--- config.mk ---
export PLATFORM = sky130hd
export DESIGN_NAME = catmull_rom_segment_sampler_top
export DESIGN_NICKNAME = d
export VERILOG_FILES = /design/src/sv/crs_pkg.sv /design/src/sv/crs_core.sv /design/src/sv/catmull_rom_segment_sampler_top.sv
export SDC_FILE = /design/constraint.sdc
export NUM_CORES = 2
export LEC_CHECK = 0
export ABC_AREA = 1
export BUFFER_PORTS_ARGS = -buffer_cell sky130_fd_sc_hd__buf_2
export CAP_MARGIN = 40
export CORE_MARGIN = 2
export CORE_UTILIZATION = 64
export DETAILED_ROUTE_END_ITERATION = 7
export HOLD_SLACK_MARGIN = 0.15
export PLACE_DENSITY = 0.84
export SYNTH_ARGS = -nofsm -noshare
export SYNTH_HDL_FRONTEND = slang
export SYNTH_SLANG_ARGS = --single-unit
--- constraint.sdc ---
create_clock -name clk -period 18.25 [get_ports clk]
set_input_delay 2.7375 -clock clk [delete_from_list [all_inputs] [get_ports clk]]
set_output_delay 2.7375 -clock clk [all_outputs]
set_load 0.05 [all_outputs]
--- src/sv/crs_pkg.sv ---
// shared types and constants of the catmull-rom segment sampler
// no dependencies
`default_nettype none

package crs_pkg;

    localparam int MAX_SEGMENTS = 63;
    localparam int COORD_W      = 32;
    localparam int SPACING_W    = 31;
    localparam logic [SPACING_W-1:0] SPACING_RESET = 31'd6554;
    localparam int IDX_W        = 6;
    localparam int N_W          = $clog2(MAX_SEGMENTS + 1);
    localparam int N3_W         = 3 * N_W;
    localparam int DIFF_W       = COORD_W + 1;
    localparam int SQ_W         = 2 * DIFF_W;
    localparam int SQ_CHUNKS    = (DIFF_W + N_W - 1) / N_W;
    localparam int STEP_W       = $clog2(2 * SQ_CHUNKS + 1);
    localparam int COEF_W       = 36;
    localparam int NUM_W        = 62;
    localparam int DVD_W        = 61;
    localparam int QUO_W        = 31;
    localparam int REM_W        = 36;

    typedef struct packed {
        logic signed [COORD_W-1:0] p0_x;
        logic signed [COORD_W-1:0] p0_y;
        logic signed [COORD_W-1:0] p1_x;
        logic signed [COORD_W-1:0] p1_y;
        logic signed [COORD_W-1:0] p2_x;
        logic signed [COORD_W-1:0] p2_y;
        logic signed [COORD_W-1:0] p3_x;
        logic signed [COORD_W-1:0] p3_y;
    } pts_t;

    typedef struct packed {
        logic signed [COORD_W-1:0] point_x;
        logic signed [COORD_W-1:0] point_y;
        logic [IDX_W-1:0]          sample_index;
        logic                      last_sample;
        logic                      count_clamped;
    } res_t;

endpackage

`default_nettype wire

--- src/sv/crs_core.sv ---
// sequencer and shared datapath: length, segment count, cubic evaluation
// depends on crs_pkg
`default_nettype none

module crs_core (
    input  wire logic                            clk,
    input  wire logic                            rst_n,
    input  wire logic                            start,
    input  wire crs_pkg::pts_t                   pts,
    input  wire logic [crs_pkg::SPACING_W-1:0]   spacing,
    output logic                                 busy,
    output logic                                 res_valid,
    input  wire logic                            res_ready,
    output crs_pkg::res_t                        res
);

    localparam int NW = crs_pkg::N_W;
    localparam int SW = crs_pkg::STEP_W;
    localparam int CW = crs_pkg::COEF_W;
    localparam int MW = crs_pkg::NUM_W;
    localparam int RW = crs_pkg::REM_W;
    localparam int DW = crs_pkg::DVD_W;
    localparam int QW = crs_pkg::QUO_W;
    localparam int SQC = crs_pkg::SQ_CHUNKS;
    localparam int SPACING_W_L = crs_pkg::SPACING_W;
    localparam logic signed [31:0] SAT_MAX = 32'sh7fffffff;
    localparam logic signed [31:0] SAT_MIN = 32'sh80000000;

    typedef enum logic [4:0] {
        S_IDLE, S_SQ_MUL, S_SQ_ACC, S_ROOT, S_LDIV_CHK, S_LDIV, S_NSET,
        S_POW_MUL, S_POW_ACC, S_COEF, S_PRE_MUL, S_PRE_ACC, S_EV_MUL,
        S_EV_ACC, S_DIV_CHK, S_DIV, S_EMIT
    } state_t;

    typedef struct packed {
        logic signed [CW-1:0] a;
        logic signed [CW-1:0] b;
        logic signed [CW-1:0] c;
        logic signed [CW-1:0] d;
    } coef_t;

    function automatic coef_t calc_coef(input logic signed [31:0] p0,
                                        input logic signed [31:0] p1,
                                        input logic signed [31:0] p2,
                                        input logic signed [31:0] p3);
        logic signed [CW-1:0] q0;
        logic signed [CW-1:0] q1;
        logic signed [CW-1:0] q2;
        logic signed [CW-1:0] q3;
        coef_t r;
        q0 = CW'(p0);
        q1 = CW'(p1);
        q2 = CW'(p2);
        q3 = CW'(p3);
        r.a = q1 <<< 1;
        r.b = q2 - q0;
        r.c = (q0 <<< 1) - ((q1 <<< 2) + q1) + (q2 <<< 2) - q3;
        r.d = ((q1 <<< 1) + q1) - ((q2 <<< 1) + q2) + q3 - q0;
        return r;
    endfunction

    state_t                 state_reg;
    crs_pkg::pts_t          pts_reg;
    logic [32:0]            ax_reg;
    logic [32:0]            ay_reg;
    logic [crs_pkg::SQ_W-1:0] acc_reg;
    logic [RW-1:0]          rem_reg;
    logic [32:0]            root_reg;
    logic [5:0]             cnt_reg;
    logic [SW-1:0]          step_reg;
    logic                   axis_reg;
    logic signed [MW-1:0]   prod_reg;
    logic [NW-1:0]          n_reg;
    logic                   clamp_reg;
    logic [crs_pkg::N3_W-1:0] n3_reg;
    coef_t                  cf_reg [2];
    logic signed [MW-1:0]   cn_reg [2];
    logic signed [MW-1:0]   bnn_reg [2];
    logic signed [MW-1:0]   annn_reg [2];
    logic signed [MW-1:0]   t_reg;
    logic [NW-1:0]          j_reg;
    logic [DW-1:0]          dvd_reg;
    logic [QW-1:0]          quo_reg;
    logic                   neg_reg;
    logic signed [31:0]     px_reg;
    logic signed [31:0]     py_reg;

    logic signed [32:0]     dx;
    logic signed [32:0]     dy;
    logic [SW-1:0]          sq_k;
    logic [32:0]            sq_src;
    logic signed [MW-1:0]   mul_a;
    logic [NW-1:0]          mul_b;
    logic signed [MW+NW:0]  mul_full;
    logic [RW-1:0]          root_rsh;
    logic [RW-1:0]          root_trial;
    logic                   root_ge;
    logic [32:0]            root_nx;
    logic [SPACING_W_L-1:0] sp_eff;
    logic [30:0]            dvs;
    logic [RW-1:0]          div_rsh;
    logic                   div_ge;
    logic [QW-1:0]          quo_nx;
    logic signed [MW-1:0]   v_sum;
    logic [DW-1:0]          v_mag;
    logic [NW-1:0]          q_len;
    logic signed [31:0]     div_val;
    coef_t                  cf_x;
    coef_t                  cf_y;
    coef_t                  cf_cur;

    assign dx = 33'(pts.p2_x) - 33'(pts.p1_x);
    assign dy = 33'(pts.p2_y) - 33'(pts.p1_y);
    assign sq_k = (step_reg < SW'(SQC)) ? step_reg : step_reg - SW'(SQC);
    assign sq_src = (step_reg < SW'(SQC)) ? ax_reg : ay_reg;
    assign cf_x = calc_coef(pts_reg.p0_x, pts_reg.p1_x, pts_reg.p2_x, pts_reg.p3_x);
    assign cf_y = calc_coef(pts_reg.p0_y, pts_reg.p1_y, pts_reg.p2_y, pts_reg.p3_y);
    assign cf_cur = cf_reg[axis_reg];

    // shared multiplier: wide signed operand times a narrow unsigned one
    always_comb
    begin
        mul_a = prod_reg;
        mul_b = n_reg;
        case (state_reg)
            S_SQ_MUL:
            begin
                mul_a = MW'(sq_src);
                mul_b = NW'(sq_src >> (NW * sq_k));
            end
            S_POW_MUL:
            begin
                mul_a = (step_reg == '0) ? MW'(n_reg) : prod_reg;
            end
            S_PRE_MUL:
            begin
                case (step_reg)
                    SW'(0):  mul_a = MW'(cf_cur.c);
                    SW'(1):  mul_a = MW'(cf_cur.b);
                    SW'(3):  mul_a = MW'(cf_cur.a);
                    default: mul_a = prod_reg;
                endcase
            end
            S_EV_MUL:
            begin
                mul_a = (step_reg == '0) ? MW'(cf_cur.d) : t_reg;
                mul_b = j_reg;
            end
            default:
            begin
                mul_a = prod_reg;
                mul_b = n_reg;
            end
        endcase
    end

    assign mul_full = mul_a * $signed({1'b0, mul_b});

    // square root digit step
    assign root_rsh = {rem_reg[RW-3:0], acc_reg[crs_pkg::SQ_W-1 -: 2]};
    assign root_trial = RW'({root_reg, 2'b01});
    assign root_ge = root_rsh >= root_trial;
    assign root_nx = {root_reg[31:0], root_ge};

    // shared restoring divider step
    assign sp_eff = (spacing == '0) ? SPACING_W_L'(1) : spacing;
    assign dvs = (state_reg == S_LDIV || state_reg == S_LDIV_CHK) ?
                 31'(sp_eff) : 31'({n3_reg, 1'b0});
    assign div_rsh = {rem_reg[RW-2:0], dvd_reg[DW-1]};
    assign div_ge = div_rsh >= RW'(dvs);
    assign quo_nx = {quo_reg[QW-2:0], div_ge};

    assign v_sum = prod_reg + annn_reg[axis_reg] + MW'(n3_reg);
    assign v_mag = v_sum[MW-1] ? DW'(~v_sum) : DW'(v_sum);
    assign q_len = quo_reg[NW-1:0];
    assign div_val = neg_reg ? ~{1'b0, quo_nx} : {1'b0, quo_nx};

    always_ff @(posedge clk or negedge rst_n)
    begin
        if (!rst_n)
        begin
            state_reg <= S_IDLE;
        end
        else
        begin
            case (state_reg)
                S_IDLE:
                begin
                    if (start)
                    begin
                        pts_reg <= pts;
                        ax_reg <= dx[32] ? 33'(-dx) : 33'(dx);
                        ay_reg <= dy[32] ? 33'(-dy) : 33'(dy);
                        acc_reg <= '0;
                        step_reg <= '0;
                        clamp_reg <= 1'b0;
                        state_reg <= S_SQ_MUL;
                    end
                end
                S_SQ_MUL:
                begin
                    prod_reg <= mul_full[MW-1:0];
                    state_reg <= S_SQ_ACC;
                end
                S_SQ_ACC:
                begin
                    acc_reg <= acc_reg + (crs_pkg::SQ_W'(prod_reg) << (NW * sq_k));
                    step_reg <= step_reg + SW'(1);
                    if (step_reg == SW'(2 * SQC - 1))
                    begin
                        rem_reg <= '0;
                        root_reg <= '0;
                        cnt_reg <= 6'd32;
                        state_reg <= S_ROOT;
                    end
                    else
                    begin
                        state_reg <= S_SQ_MUL;
                    end
                end
                S_ROOT:
                begin
                    root_reg <= root_nx;
                    acc_reg <= acc_reg << 2;
                    cnt_reg <= cnt_reg - 6'd1;
                    if (cnt_reg == '0)
                    begin
                        rem_reg <= RW'(root_nx >> NW);
                        dvd_reg <= DW'(root_nx) << (DW - NW);
                        state_reg <= S_LDIV_CHK;
                    end
                    else
                    begin
                        rem_reg <= root_ge ? root_rsh - root_trial : root_rsh;
                    end
                end
                S_LDIV_CHK:
                begin
                    quo_reg <= '0;
                    cnt_reg <= 6'(NW);
                    step_reg <= '0;
                    if (rem_reg >= RW'(dvs))
                    begin
                        n_reg <= NW'(crs_pkg::MAX_SEGMENTS);
                        clamp_reg <= 1'b1;
                        state_reg <= S_POW_MUL;
                    end
                    else
                    begin
                        state_reg <= S_LDIV;
                    end
                end
                S_LDIV:
                begin
                    rem_reg <= div_ge ? div_rsh - RW'(dvs) : div_rsh;
                    quo_reg <= quo_nx;
                    dvd_reg <= dvd_reg << 1;
                    cnt_reg <= cnt_reg - 6'd1;
                    if (cnt_reg == 6'd1)
                    begin
                        state_reg <= S_NSET;
                    end
                end
                S_NSET:
                begin
                    if (q_len > NW'(crs_pkg::MAX_SEGMENTS))
                    begin
                        n_reg <= NW'(crs_pkg::MAX_SEGMENTS);
                        clamp_reg <= 1'b1;
                    end
                    else if (q_len < NW'(3))
                    begin
                        n_reg <= NW'(3);
                    end
                    else
                    begin
                        n_reg <= q_len;
                    end
                    state_reg <= S_POW_MUL;
                end
                S_POW_MUL:
                begin
                    prod_reg <= mul_full[MW-1:0];
                    state_reg <= S_POW_ACC;
                end
                S_POW_ACC:
                begin
                    if (step_reg == '0)
                    begin
                        step_reg <= SW'(1);
                        state_reg <= S_POW_MUL;
                    end
                    else
                    begin
                        n3_reg <= prod_reg[crs_pkg::N3_W-1:0];
                        state_reg <= S_COEF;
                    end
                end
                S_COEF:
                begin
                    cf_reg[0] <= cf_x;
                    cf_reg[1] <= cf_y;
                    axis_reg <= 1'b0;
                    step_reg <= '0;
                    state_reg <= S_PRE_MUL;
                end
                S_PRE_MUL:
                begin
                    prod_reg <= mul_full[MW-1:0];
                    state_reg <= S_PRE_ACC;
                end
                S_PRE_ACC:
                begin
                    case (step_reg)
                        SW'(0):  cn_reg[axis_reg] <= prod_reg;
                        SW'(2):  bnn_reg[axis_reg] <= prod_reg;
                        SW'(5):  annn_reg[axis_reg] <= prod_reg;
                        default: ;
                    endcase
                    if (step_reg == SW'(5))
                    begin
                        step_reg <= '0;
                        axis_reg <= ~axis_reg;
                        if (axis_reg)
                        begin
                            j_reg <= '0;
                            state_reg <= S_EV_MUL;
                        end
                        else
                        begin
                            state_reg <= S_PRE_MUL;
                        end
                    end
                    else
                    begin
                        step_reg <= step_reg + SW'(1);
                        state_reg <= S_PRE_MUL;
                    end
                end
                S_EV_MUL:
                begin
                    prod_reg <= mul_full[MW-1:0];
                    state_reg <= S_EV_ACC;
                end
                S_EV_ACC:
                begin
                    case (step_reg)
                        SW'(0):
                        begin
                            t_reg <= prod_reg + cn_reg[axis_reg];
                            step_reg <= SW'(1);
                            state_reg <= S_EV_MUL;
                        end
                        SW'(1):
                        begin
                            t_reg <= prod_reg + bnn_reg[axis_reg];
                            step_reg <= SW'(2);
                            state_reg <= S_EV_MUL;
                        end
                        default:
                        begin
                            neg_reg <= v_sum[MW-1];
                            rem_reg <= RW'(v_mag >> QW);
                            dvd_reg <= v_mag << (DW - QW);
                            step_reg <= '0;
                            state_reg <= S_DIV_CHK;
                        end
                    endcase
                end
                S_DIV_CHK:
                begin
                    quo_reg <= '0;
                    cnt_reg <= 6'(QW);
                    if (rem_reg >= RW'(dvs))
                    begin
                        if (axis_reg)
                        begin
                            py_reg <= neg_reg ? SAT_MIN : SAT_MAX;
                            state_reg <= S_EMIT;
                        end
                        else
                        begin
                            px_reg <= neg_reg ? SAT_MIN : SAT_MAX;
                            state_reg <= S_EV_MUL;
                        end
                        axis_reg <= ~axis_reg;
                    end
                    else
                    begin
                        state_reg <= S_DIV;
                    end
                end
                S_DIV:
                begin
                    rem_reg <= div_ge ? div_rsh - RW'(dvs) : div_rsh;
                    quo_reg <= quo_nx;
                    dvd_reg <= dvd_reg << 1;
                    cnt_reg <= cnt_reg - 6'd1;
                    if (cnt_reg == 6'd1)
                    begin
                        if (axis_reg)
                        begin
                            py_reg <= div_val;
                            state_reg <= S_EMIT;
                        end
                        else
                        begin
                            px_reg <= div_val;
                            state_reg <= S_EV_MUL;
                        end
                        axis_reg <= ~axis_reg;
                    end
                end
                S_EMIT:
                begin
                    if (res_ready)
                    begin
                        if (j_reg == n_reg)
                        begin
                            state_reg <= S_IDLE;
                        end
                        else
                        begin
                            j_reg <= j_reg + NW'(1);
                            step_reg <= '0;
                            state_reg <= S_EV_MUL;
                        end
                    end
                end
                default:
                begin
                    state_reg <= S_IDLE;
                end
            endcase
        end
    end

    assign busy = state_reg != S_IDLE;
    assign res_valid = state_reg == S_EMIT;
    assign res.point_x = px_reg;
    assign res.point_y = py_reg;
    assign res.sample_index = crs_pkg::IDX_W'(j_reg);
    assign res.last_sample = j_reg == n_reg;
    assign res.count_clamped = clamp_reg;

endmodule

`default_nettype wire

--- src/sv/catmull_rom_segment_sampler_top.sv ---
// top level of the catmull-rom segment sampler: stream ports, spacing register,
// output register; depends on crs_pkg and crs_core
//
// channel   dir  signals                          fields
// s_        in   s_tvalid s_tready s_tdata[255:0] control points p0..p3
// m_        out  m_tvalid m_tready m_tdata[71:0]  curve point, index
//                m_tlast m_tuser                  last sample, clamped flag
// cfg_      in   cfg_wr_en cfg_wr_data[30:0]      sample spacing
//
// each segment is set up first: square, root, divide, coefficients (the length divide is
// skipped when the early check clamps the count); then each sample takes two axes, each three
// passes through the shared multiplier, a range check and 31 divider steps (skipped when the axis
// saturates), and the emit state that hands the sample on
// s_tready is low from an accepted beat until the last sample enters the output register
// rst_n clears control state and loads the reset spacing of 6554
// m_tready low holds the output register and pauses the sequencer at the next sample
`default_nettype none

module catmull_rom_segment_sampler_top (
    input  wire logic        clk,
    input  wire logic        rst_n,
    input  wire logic        s_tvalid,
    output logic             s_tready,
    input  wire logic [255:0] s_tdata,   // p0_x p0_y p1_x p1_y p2_x p2_y p3_x p3_y
    output logic             m_tvalid,
    input  wire logic        m_tready,
    output logic [71:0]      m_tdata,    // point_x point_y sample_index, zero pad
    output logic             m_tlast,    // last_sample
    output logic             m_tuser,    // count_clamped
    input  wire logic        cfg_wr_en,
    input  wire logic [30:0] cfg_wr_data
);

    logic [crs_pkg::SPACING_W-1:0] spacing_reg;
    logic                          out_valid_reg;
    crs_pkg::res_t                 out_reg;
    crs_pkg::pts_t                 pts;
    crs_pkg::res_t                 res;
    logic                          busy;
    logic                          res_valid;
    logic                          res_ready;

    assign pts.p0_x = s_tdata[31:0];
    assign pts.p0_y = s_tdata[63:32];
    assign pts.p1_x = s_tdata[95:64];
    assign pts.p1_y = s_tdata[127:96];
    assign pts.p2_x = s_tdata[159:128];
    assign pts.p2_y = s_tdata[191:160];
    assign pts.p3_x = s_tdata[223:192];
    assign pts.p3_y = s_tdata[255:224];

    assign s_tready = !busy;
    assign res_ready = !out_valid_reg || m_tready;

    crs_core u_core (
        .clk       (clk),
        .rst_n     (rst_n),
        .start     (s_tvalid && s_tready),
        .pts       (pts),
        .spacing   (spacing_reg),
        .busy      (busy),
        .res_valid (res_valid),
        .res_ready (res_ready),
        .res       (res)
    );

    always_ff @(posedge clk or negedge rst_n)
    begin
        if (!rst_n)
        begin
            spacing_reg <= crs_pkg::SPACING_RESET;
            out_valid_reg <= 1'b0;
        end
        else
        begin
            if (cfg_wr_en)
            begin
                spacing_reg <= cfg_wr_data;
            end
            if (res_ready)
            begin
                out_valid_reg <= res_valid;
                if (res_valid)
                begin
                    out_reg <= res;
                end
            end
        end
    end

    assign m_tvalid = out_valid_reg;
    assign m_tdata = {2'b00, out_reg.sample_index, out_reg.point_y, out_reg.point_x};
    assign m_tlast = out_reg.last_sample;
    assign m_tuser = out_reg.count_clamped;

endmodule

`default_nettype wire

### Word-level counts from Yosys, hierarchy flattened

Memory sizes are Yosys's and may differ from the RTL's. A register that Yosys moved wholly into a read port is not among the register bits.
Cells that the tools add are included.
W data, S select, Z words.

| operators by class | value |
|---|---|
| add/sub/neg operators | 35 |
| multipliers | 2 |
| magnitude comparators | 6 |
| eq/ne operators | 41 |
| shifts and indexed selects | 2 |
| muxes and demuxes | 95 |
| bitwise gates (word level) | 5 |
| reduce and logical (&&, ||, !) cells | 53 |

Operators by type and width:

| cell | number |
|---|---|
| $mux W32 | 12 |
| $pmux W62 S4 | 1 |
| $pmux W66 S3 | 1 |
| $add A62 B62 Y62 | 3 |
| $pmux W62 S3 | 1 |
| $mux W61 | 3 |
| $pmux W61 S3 | 1 |
| $mux W36 | 5 |
| $pmux W36 S4 | 1 |
| $sub A36 B32 Y36 | 4 |
| $add A33 B32 Y34 | 4 |
| $sub A32 B32 Y33 | 4 |
| $pmux W32 S2 | 2 |
| $mux W62 | 2 |
| $pmux W62 S2 | 1 |
| $pmux W5 S17 | 1 |
| $add A36 B32 Y36 | 2 |
| $add A36 B34 Y36 | 2 |
| $ge A36 B31 Y1 | 2 |
| $sub A33 B35 Y36 | 2 |
| $sub A36 B36 Y36 | 2 |
| $add A34 B32 Y35 | 2 |
| $add A66 B66 Y66 | 1 |
| $mux W33 | 2 |
| other kinds (68) | 178 |

| word-level totals | value |
|---|---|
| register bits | 888 |
| bits in writable memories | 658 |
| input bits | 292 |
| output and inout bits | 76 |
| word-level logic and storage cells | 280 |
| memories | 4 |

Memory list:

| memory | depth | width | read ports | clocked after memory_dff | wr ports | line | RTL |
|---|---|---|---|---|---|---|---|
| u_core.cf_reg | 2 | 143 | 1 | 1 | 2 | crs_core.sv:76 | `coef_t cf_reg [2];` |
| u_core.annn_reg | 2 | 62 | 1 | 1 | 1 | crs_core.sv:79 | `logic signed [MW-1:0] annn_reg [2];` |
| u_core.bnn_reg | 2 | 62 | 1 | 1 | 1 | crs_core.sv:78 | `logic signed [MW-1:0] bnn_reg [2];` |
| u_core.cn_reg | 2 | 62 | 1 | 1 | 1 | crs_core.sv:77 | `logic signed [MW-1:0] cn_reg [2];` |

### Depth between registers and ports, before layout

| logic depth | value |
|---|---|
| word-level depth | 9 |
| gate-level depth with buffers | 44 |

### By module

Synthesis repeated with hierarchy kept, for this count alone.

| unflattened totals | value |
|---|---|
| cell total of the unflattened synthesis | 13258 |
| area, all modules | 116968.4 µm² |

By module, submodules not included:

| module | instances | cells each | area each (µm²) |
|---|---|---|---|
| crs_core | 1 | 13042 | 113345.0 |
| catmull_rom_segment_sampler_top | 1 | 216 | 3623.5 |

### Worst setup path before layout

OpenSTA, ideal clock, no wires.

| path | value |
|---|---|
| kind | in2reg |
| start point | input port s_tvalid |
| end point | register u_core.ax_reg[0] (enable) |
| setup time | 1.014 ns |
| data arrival time | 16.015 ns |
| required time | 17.236 ns |
| setup slack | 1.222 ns |
| stages on the path | 2 |
| cells stage by stage | nand2_1 nor2_1 |

| between the ends | value |
|---|---|
| cells in the longest elaborated chain, start to end | 2 |

Ends and longest elaborated chain:

| element | line | RTL |
|---|---|---|
| from (decl) | catmull_rom_segment_sampler_top.sv:22 | `input wire logic s_tvalid,` |
| $logic_and A1 B1 Y1 | catmull_rom_segment_sampler_top.sv:58 | `.start (s_tvalid && s_tready),` |
| $reduce_and A3 Y1 (no line) | - |  |
| to (signal assigned) | crs_core.sv:192 | `ax_reg <= dx[32] ? 33'(-dx) : 33'(dx);` |
| to (decl) | crs_core.sv:64 | `logic [32:0] ax_reg;` |

Every way passes these cells.
A chain may end at the register's enable or synchronous reset.

### Final worst setup path

| path | value |
|---|---|
| start point | register u_core.step_reg[1] |
| end point | register u_core.prod_reg[48], data pin |

| between the ends | value |
|---|---|
| cells in the longest elaborated chain, start to end | 6 |

Ends and longest elaborated chain:

| element | line | RTL |
|---|---|---|
| from (decl) | crs_core.sv:70 | `logic [SW-1:0] step_reg;` |
| from (signal assigned) | crs_core.sv:208 | `step_reg <= step_reg + SW'(1);` |
| from (signal assigned) | crs_core.sv:336 | `step_reg <= step_reg + SW'(1);` |
| $sub A4 B3 Y4 or $lt A4 B3 Y1 (tied branches) | crs_core.sv:114, crs_core.sv:115 |  |
| $mux W4 | crs_core.sv:114 | `assign sq_k = (step_reg < SW'(SQC)) ? step_reg : step_reg - SW'(SQC);` |
| $mul A2 B4 Y6 | crs_core.sv:129 | `mul_b = NW'(sq_src >> (NW * sq_k));` |
| $shr A33 B7 Y6 | crs_core.sv:129 |  |
| $pmux W6 S2 | crs_core.sv:125 | `case (state_reg)` |
| $mul A62 B7 Y62 (*) | crs_core.sv:157 | `assign mul_full = mul_a * $signed({1'b0, mul_b});` |
| named net u_core.mul_full[48] | crs_core.sv:94 | `logic signed [MW+NW:0] mul_full;` |
| to (signal assigned) | crs_core.sv:202 | `prod_reg <= mul_full[MW-1:0];` |
| to (signal assigned) | crs_core.sv:283 | `prod_reg <= mul_full[MW-1:0];` |
| to (signal assigned) | crs_core.sv:309 | `prod_reg <= mul_full[MW-1:0];` |
| to (decl) | crs_core.sv:72 | `logic signed [MW-1:0] prod_reg;` |

The timed path passes the listed nets; every way through them passes the cells marked *.

==> flow_metrics.py <==
metrics = {
    "run_status": {
        "outcome": "finished with violations",
        "violations": "design-rule violations",
    },
    "route": {
        "drcViolationCount": 7,
        "via_count": 103000,
        "wire_per_inst_microns": 24.9,
        "drtPass1Iterations": 8,
        "wl_mm": 413,
        "viasPerCell": 6.21,
        "ant_nets": 0,
        "drt_iter0_drc": 12600,
    },
    "timing": {
        "fin_crit_sh_pct": 50.0,
        "worstMarginPinSlew_ns": 1.14,
        "hold_violations": 0,
        "fmax_mhz": 110,
        "rsz0062_at_grt": "false",
        "slew-limit-headroom_pct": 24.3,
        "finalSetupTns_ns": 0,
        "finalWorstSetupSlack_ns": 9.12,
        "final-max-slew-violation-count": 0,
        "min_period_ns": 9.13,
        "fin_skew_ns": 0.0784,
        "finalSetupViolCount": 0,
    },
    "clocking": {
        "root_buffer": "clkbuf_16",
        "cts_made_buffers": 164,
        "postCtsSetupBuffers": 0,
        "path_clk_slew_ns": 0.06,
        "h-tree-depth": 4,
        "clockBufferDepth": 3,
        "cts_resized": 0,
        "cts_sinks": 1505,
        "cts_hold_buf": 0,
        "cts_tree": "built",
        "insertion_delay_ns": 0.89,
    },
    "synth": {
        "synth_seq_cells": 1505,
        "synth_top_family_by_area": "adder cells",
        "synth_area_sq_um": 119000,
        "synth-simple-area-share_pct": 16.4,
        "postSynthCellCount": 13600,
        "ys_types": 81,
        "yosysTopAreaCell": "edfxtp_1",
        "syn-mean-instance-area_sq_um": 8.72,
        "synth-xor-area-share_pct": 5.32,
        "netlist_top_cells_area": "edfxtp_1, fa_1, ha_1",
        "yosys-top-cells-count": "nand2_1, inv_1, edfxtp_1, nor2_1, a21oi_1",
        "synth.most_common_cell": "nand2_1",
        "synth_edf_count": 1467,
        "synth_fa_ha_area_share_pct": 19.0,
        "yosys.area.top_type_share_pct": 37.1,
        "synth-compound-area-share_pct": 14.1,
        "async_flop_share_pct": 2.46,
        "yosysSeqAreaShare_pct": 37.9,
        "synth_warnings": 0,
        "ys.flop_type": "edfxtp_1",
        "muxShareOfSynthArea_pct": 0.210,
    },
    "place": {
        "hpwl_mm": 327,
        "dp.cells": 16300,
        "gp_congestion": 1.10,
        "post-place-ws_ns": 9.31,
        "port-buffer-count": 365,
    },
    "die": {
        "core_area_sq_um": 185000,
        "rows": 158,
        "die_area_sq_um": 189000,
        "die_x_microns": 435,
        "start_util_pct": 64.3,
        "die_h_microns": 435,
        "num_io_pins": 368,
    },
    "global_route": {
        "overflow": 0,
        "antenna_found_initial": 15,
        "grt_max_degree": 176,
        "gr-usage-all-layers_pct": 43.0,
        "grt_pass1_vias": 99900,
        "grt_pass1_wl_mm": 611,
    },
    "critical_path": {
        "critPathSlowestCell": "buf_4",
        "worstPathArrival_ns": 9.73,
        "crit_path_max_fanout": 77,
        "worstSetupPathType": "reg -> reg",
        "max_stage_delay_ns": 0.72,
        "crit_family": "compound AO/OA/AOI/OAI gates",
        "worstPathRequired_ns": 18.85,
        "cp_num_buf_inv": 11,
        "end_kind": "flip-flop",
        "crit_top_cell": "inv_1",
        "startpoint_type": "flip-flop",
        "rr_worst_depth": 35,
        "cp.depth": 35,
    },
    "layout": {
        "largest_reg_flops": 274,
        "finalNetCount": 15700,
        "fill_cells": 14400,
        "syn_to_final_growth_pct": 9.31,
        "final_cells": 16600,
        "drive_gt1_share_pct": 6.97,
    },
    "min_path": {
        "hp-class": "reg -> reg",
        "holdPathStages": 0,
    },
    "run": {
        "drv_cap": 0,
    },
}
-- logic make-up (layout without fill, tap and decap cells) --
logic type	Yosys count	after routing
adders and majority gates	1454	1454
xor gates and xnor gates	716	716
muxes	25	25
other	1	11
and+or+nand+nor	4816	4816
buffers and inverters	2206	2710
AOI/OAI and AO/OA	2913	2913
DFF	1505	1505
-- metal layers --
metal | GRT usage [%] | vias to the layer above | share of wire [%]
li1 | - | 46800 | -
met2 | 68.2 | 6192 | 45
met1 | 53.4 | 48800 | 36
met5 | 0 | - | 0.013
met3 | 8.89 | 1399 | 10
met4 | 29.0 | 8 | 8.2
-- cells in the final DEF, fill, tap and decap left out, drive strengths merged, types with 15 or more instances in the layout --
| cell | count |
|---|---|
| a211oi | 41 |
| a21boi | 61 |
| a21o | 55 |
| a21oi | 1090 |
| a221oi | 93 |
| a31oi | 244 |
| buf | 525 |
| bufinv | 22 |
| clkbuf | 192 |
| clkinv | 75 |
| clkinvlp | 15 |
| dfrtp | 30 |
| edfxtp | 1467 |
| fa | 591 |
| ha | 863 |
| inv | 1880 |
| mux2i | 25 |
| nand2 | 2874 |
| nand3 | 350 |
| nand4 | 107 |
| nor2 | 1229 |
| nor3 | 118 |
| nor4 | 58 |
| o211ai | 83 |
| o21a | 98 |
| o21ai | 984 |
| o21bai | 46 |
| o221ai | 19 |
| o22ai | 25 |
| o31ai | 22 |
| or2 | 44 |
| xnor2 | 250 |
| xor2 | 466 |
-- area by class of cell --
type / count / area (sq um) / area share, %
well taps: 2480 / 3100 / 2.39
repair buffers: 526 / 3310 / 2.55
inverters: 1877 / 7060 / 5.43
clock buffers: 192 / 4220 / 3.25
diodes: 9 / 22.5 / 0.0173
clock inverters: 115 / 1560 / 1.20
flip-flops and latches: 1505 / 45000 / 34.6
multi-input cells: 9926 / 65700 / 50.5
-- worst reg2reg max path: cells and delay by family (launching register included) --
kind	cells	cell delay, ns
buf+inv	11	1.85
xor+xnor	1	0.15
flops	1	0.52
compound gates	9	2.56
fa+ha+maj	6	2.24
simple gates	8	1.54
-- final timing paths --
kind | endpoint | slack, ns | from
min in group asynchronous | m_tvalid | 2.12 | rst_n
setup / recovery | u_core.prod_reg[48] | 9.12 | u_core.step_reg[1]
setup reg to reg | u_core.prod_reg[48] | 9.12 | u_core.step_reg[1]
hold reg to reg | m_tdata[10] | 0.40 | u_core.px_reg[10]
hold / removal | m_tdata[10] | 0.40 | u_core.px_reg[10]
max in group asynchronous | spacing_reg[28] | 15.63 | rst_n
-- metrics by stage --
stage                     util (%)  hold WS [ns]  instance area, sq um
final                         70.2         0.403                130000
after global routing          70.2         0.410                130000
after CTS                     70.2         0.408                130000
after detailed placement      67.1         0.405                124000
after global placement        66.9         0.401                124000
after floorplan                  -         0.400                119000
Power is left out: the tool's default activity adds up to more than one toggle a clock period on the data nets, which glitch-free logic cannot reach.
